===== src/dq_pkg.sv =====
`default_nettype none
package dq_pkg;

  // Queue geometry.
  localparam int CAPACITY = 1024;
  localparam int DATA_W   = 32;
  localparam int KIND_W   = 3;
  localparam int CNT_W    = $clog2(CAPACITY + 1);

  // Back-value reduction tree: cells are ORed in groups, then the groups.
  localparam int GRP_SIZE = 32;
  localparam int NUM_GRP  = (CAPACITY + GRP_SIZE - 1) / GRP_SIZE;

  // Value reported when there is nothing to report.
  localparam logic [DATA_W-1:0] NONE_VALUE = {DATA_W{1'b1}};

  typedef enum logic [KIND_W-1:0] {
    KIND_PUSH_FRONT = 3'd0,
    KIND_PUSH_BACK  = 3'd1,
    KIND_POP_FRONT  = 3'd2,
    KIND_POP_BACK   = 3'd3,
    KIND_PEEK       = 3'd4
  } kind_t;

  typedef enum logic [1:0] {
    S_IDLE,
    S_REDUCE,
    S_LOAD
  } dq_state_t;

  // Per-cycle command broadcast to every cell of the chain.
  typedef struct packed {
    logic              shift_right;
    logic              shift_left;
    logic              write_back;
    logic [CNT_W-1:0]  wr_idx;
    logic [DATA_W-1:0] data;
  } cell_ctrl_t;

endpackage
`default_nettype wire


===== src/dq_cell.sv =====
`default_nettype none
module dq_cell (
  input  logic                       clk,
  input  dq_pkg::cell_ctrl_t         ctrl,
  input  logic [dq_pkg::CNT_W-1:0]   idx,
  input  logic [dq_pkg::CNT_W-1:0]   last_idx,
  input  logic [dq_pkg::DATA_W-1:0]  left_val,
  input  logic [dq_pkg::DATA_W-1:0]  right_val,
  output logic [dq_pkg::DATA_W-1:0]  val,
  output logic [dq_pkg::DATA_W-1:0]  tap
);
  import dq_pkg::*;

  logic [DATA_W-1:0] val_r;
  logic [DATA_W-1:0] val_nxt;

  // Push front moves every value one cell toward the back, pop front one
  // cell toward the front; push back writes only the cell just past the tail.
  always_comb begin
    val_nxt = val_r;
    if (ctrl.shift_right) begin
      val_nxt = left_val;
    end else if (ctrl.shift_left) begin
      val_nxt = right_val;
    end else if (ctrl.write_back && (idx == ctrl.wr_idx)) begin
      val_nxt = ctrl.data;
    end
  end

  always_ff @(posedge clk) begin
    val_r <= val_nxt;
  end

  assign val = val_r;
  assign tap = (idx == last_idx) ? val_r : '0;

endmodule
`default_nettype wire


===== config.mk =====
export PLATFORM = sky130hd
export DESIGN_NAME = dq_cell
export DESIGN_NICKNAME = d
export VERILOG_FILES = /design/src/dq_pkg.sv /design/src/dq_cell.sv
export SDC_FILE = /design/constraint.sdc
export NUM_CORES = 1
export LEC_CHECK = 0
export BUFFER_PORTS_ARGS = -buffer_cell sky130_fd_sc_hd__buf_2
export CORE_MARGIN = 1.5
export CORE_UTILIZATION = 40
export CTS_CLUSTER_SIZE = 28
export DETAILED_ROUTE_END_ITERATION = 16
export GPL_TIMING_DRIVEN = 0
export PLACE_DENSITY_LB_ADDON = 0.12
export REMOVE_ABC_BUFFERS = 1
export SLEW_MARGIN = 15
export SYNTH_ARGS = -nofsm -noshare
export SYNTH_HDL_FRONTEND = slang
export SYNTH_SLANG_ARGS = --single-unit

===== constraint.sdc =====
create_clock -name clk -period 5.1 [get_ports clk]
set_input_delay 0.51 -clock clk [delete_from_list [all_inputs] [get_ports clk]]
set_output_delay 0.51 -clock clk [all_outputs]
set_load 0.02 [all_outputs]

# Word-level counts from Yosys, hierarchy flattened
# Index checks and enable logic that the tools add are counted.
# word_totals
register_bits	32
input_bits	133
output_inout_bits	64
elab_cells	9
# classes
n_reduce_logical	2
muxes	4
n_eq_ne	2
# ops
operator	n
$mux 32	4
$eq 11x11->1	2
$reduce_bool 3->1	1
$logic_and 1x1->1	1

# Logic depth before layout (Yosys ltp)
# logic_depth
depth_word	5
mapped_depth	4
ltp_nobuf	3

# Worst setup path before layout
# Ideal clock, no wire load.
# synth_timing
path_kind	input to register
start	input port idx[9] (netlist name)
end	register val_r[0], in the netlist val[0], enable pin
arrival_ns	3.216
n_path_buf	0
slack_ns	1.414
setup_time_ns	0.470
required_ns	4.630
cell_stages	3
path_cell_list	xnor2_1 > nand4_1 > o31ai_1
# synth_between
elab_chain_len	3
# synth_lines
element	line_no	rtl
start: declaration	dq_cell.sv:5	input logic [dq_pkg::CNT_W-1:0] idx,
$eq 11x11->1	dq_cell.sv:25	end else if (ctrl.write_back && (idx == ctrl.wr_idx)) begin
$logic_and 1x1->1	dq_cell.sv:25	
$reduce_bool 3->1 (no line)	--	
end signal: assignment	dq_cell.sv:31	val_r <= val_nxt;
end: declaration	dq_cell.sv:14	logic [DATA_W-1:0] val_r;
# No other way between the ends.
# A chain may end at the register's enable or synchronous reset.

# Final worst setup path
# layout_timing
start	input port last_idx[3] (netlist name)
end	output port tap[0] (netlist name)
# layout_between
elab_chain_len	2
# layout_lines
element	line_no	rtl
start: declaration	dq_cell.sv:6	input logic [dq_pkg::CNT_W-1:0] last_idx,
$eq 11x11->1	dq_cell.sv:35	assign tap = (idx == last_idx) ? val_r : '0;
$mux 32	dq_cell.sv:35	
end: declaration	dq_cell.sv:10	output logic [dq_pkg::DATA_W-1:0] tap
# No other way between the ends.

==> qor.yml <==
status: "completed"
synth-simple-area-share_pct: 23.25
synth_compound_area_share_pct: 6.816
antenna_found_initial: 0
clock-root-buffer: "clkbuf_8"
synth_edf_count: 32
worstSetupStartpointType: "input pin"
synth_mux_area_share_pct: 13.02
cts.sinks: 32
gp_congestion: 0.7757
firstDrtPassIters: 4
cp.arrival_ns: 2.18
die_w_um: 81.42
critPathCaptureType: "primary output"
yosys.area.top_type: "edfxtp_1"
finalCriticalPeriod_ns: 2.691
cpLargestDelayFamily: "simple AND/OR/NAND/NOR gates"
path_clk_slew_ns: 0.07
final_core_util_pct: 61.37
core_area_mm2: 0.005921
finalCritPeriodShare_pct: 52.77
first_iter_violations: 34
crit_slowest_cell: "nand4_4"
drc: 0
power.density_mw_per_mm2: 224.2
cpMostUsedCell: "buf_2"
grt_max_degree: 66
peakVddDrop_v: 0.0001499
fp.dieArea_mm2: 0.006629
cts_buffer_depth: 2
required_ns: 4.59
timing.final.ws_setup_ns: 2.409
htree_levels: 2
synth_area_leaders: "edfxtp_1 (39%), nor4_2 (14%), mux2i_1 (13%), xnor2_1 (7.8%), o21ai_0 (6.5%)"
die_h_um: 81.42
async_reset_ff_share_pct: 0
leakage_nw: 1.795
wire_per_inst_um: 13.23
synth_cell_types: 18
drive_gt1_share_pct: 55.79
path_max_fanout: 32
path_buf_inv: 2
grt_pass1_wl_um: 9873
rsz0062_at_grt: "false"
cts_buffers: 5
netlist_area_mm2: 0.002460
layout-area-overhead-vs-synth_pct: 47.71
hold_depth: 3
cts_tree: "done"
slew_headroom_pct: 36.78
hold_viol: 0
pre_cts_ws_ns: 2.381
nFillCells: 548
ys_seq_elements: 32
drtAntennaViolNets: 0
antennaDiodeCount: 0
max_freq_mhz: 371.6
setup_violations: 0
core.rowCount: 28
synth_top_area_share_pct: 39.06
postSynthAreaPerCell_um2: 10.16
maxCapViolations: 0
initial_core_util_pct: 41.55
ctsResizeCount: 0
syn_inst: 242
totalPowerFinal_mw: 0.8144
max_stage_delay_ns: 0.63
multi_input_area_mm2: 0.001280
synth_xor_area_share_pct: 7.833
yosysSeqAreaShare_pct: 39.06
ios: 197
worstMarginPinSlew_ns: 0.9483
yosysWarnings: 0
crit_type: "input pin to primary output"
dr_total_vias: 2425
final_nets: 564
hp-class: "input pin to flip-flop"
synth_top_family_by_area: "simple AND/OR/NAND/NOR gates"
grt_pass1_vias: 2262
cts_hold_buf: 0
cts_setup_buffers: 0
wl_um: 6708
largest_reg_flops: 32
grt_usage_pct: 19.48
synthAdderAreaFrac_pct: 0
dp_hpwl_um: 5374
ys_top_cells_by_count: "edfxtp_1 (32), inv_1 (32), mux2i_1 (32), nand2_1 (32), o21ai_0 (32)"
regArea_um2: 960.9
synth_ff_type: "edfxtp_1"
vias_per_cell: 4.783
grt.overflow.total: 0
maxSlewViolCount: 0
port_buffers: 196
tns_ns: 0
crit_cells: 5
crit_chain: "buf_2 -> xnor2_1 -> nand4_4 -> nor4_1 -> buf_2"
==> cell families after synthesis <==
logic type	after synthesis
AND/OR/NAND/NOR	71
multiplexers	32
XOR/XNOR	22
AO/OA/AOI/OAI	33
buffers and inverters	52
flip-flops	32
==> where the power goes <==
part / internal [mW] / total, mW / switching (mW)
combinational: 0.101 / 0.244 / 0.143
sequential: 0.327 / 0.341 / 0.0146
clock: 0.142 / 0.229 / 0.0872
==> tightest hold or removal path: stages <==
cell and delay (ns):
buf_2 0.07, nand2_1 0.04, o21ai_0 0.05
==> per-layer routing <==
layer / vias up / GRT usage (%) / wire (um)
met2: 121 / 39.17 / 3599
met1: 1066 / 18.39 / 2351
met3: 8 / 6.444 / 667
li1: 1230 / - / -
met4: 0 / 5.345 / 89
met5: - / 0 / 0
==> worst paths after layout <==
path	startpoint	end	slack [ns]
setup / recovery	last_idx[3]	tap[0]	2.41
hold / removal	left_val[7]	val[7]	0.51
==> final cells by class <==
cell class              count  area share [%]
flip-flops and latches     32           26.45
multi-input cells         158           35.23
clock inverters             3           1.033
inverters                  32           3.306
repair buffers            202           29.51
clock buffers               5           1.894
well taps                  75           2.583
==> layout by cell type (no fill, tap or decap) <==
cell type  instances
bufinv_16          1
nand2_1           32
nand3_2            1
buf_12             1
nand4_1            4
clkbuf_8           5
nor4_1             2
edfxtp_1          32
nor4_2            28
clkinv_1           2
buf_2            196
nor4_4             2
buf_8              4
o21ai_0           32
nand4_4            1
xnor2_1           22
inv_1             32
o31ai_4            1
nor2_1             1
buf_6              1
mux2i_1           32
==> metrics by stage <==
stage	std cells	hold WS, ns	cell area (um^2)
2_1_floorplan	222	0.6971	2333
3_3_place_gp	493	0.7867	3408
3_5_place_dp	499	0.7916	3527
4_1_cts	507	0.4975	3633
5_1_grt	507	0.5192	3633
6_report	507	0.5079	3633
(Power assumes the default switching activity.)
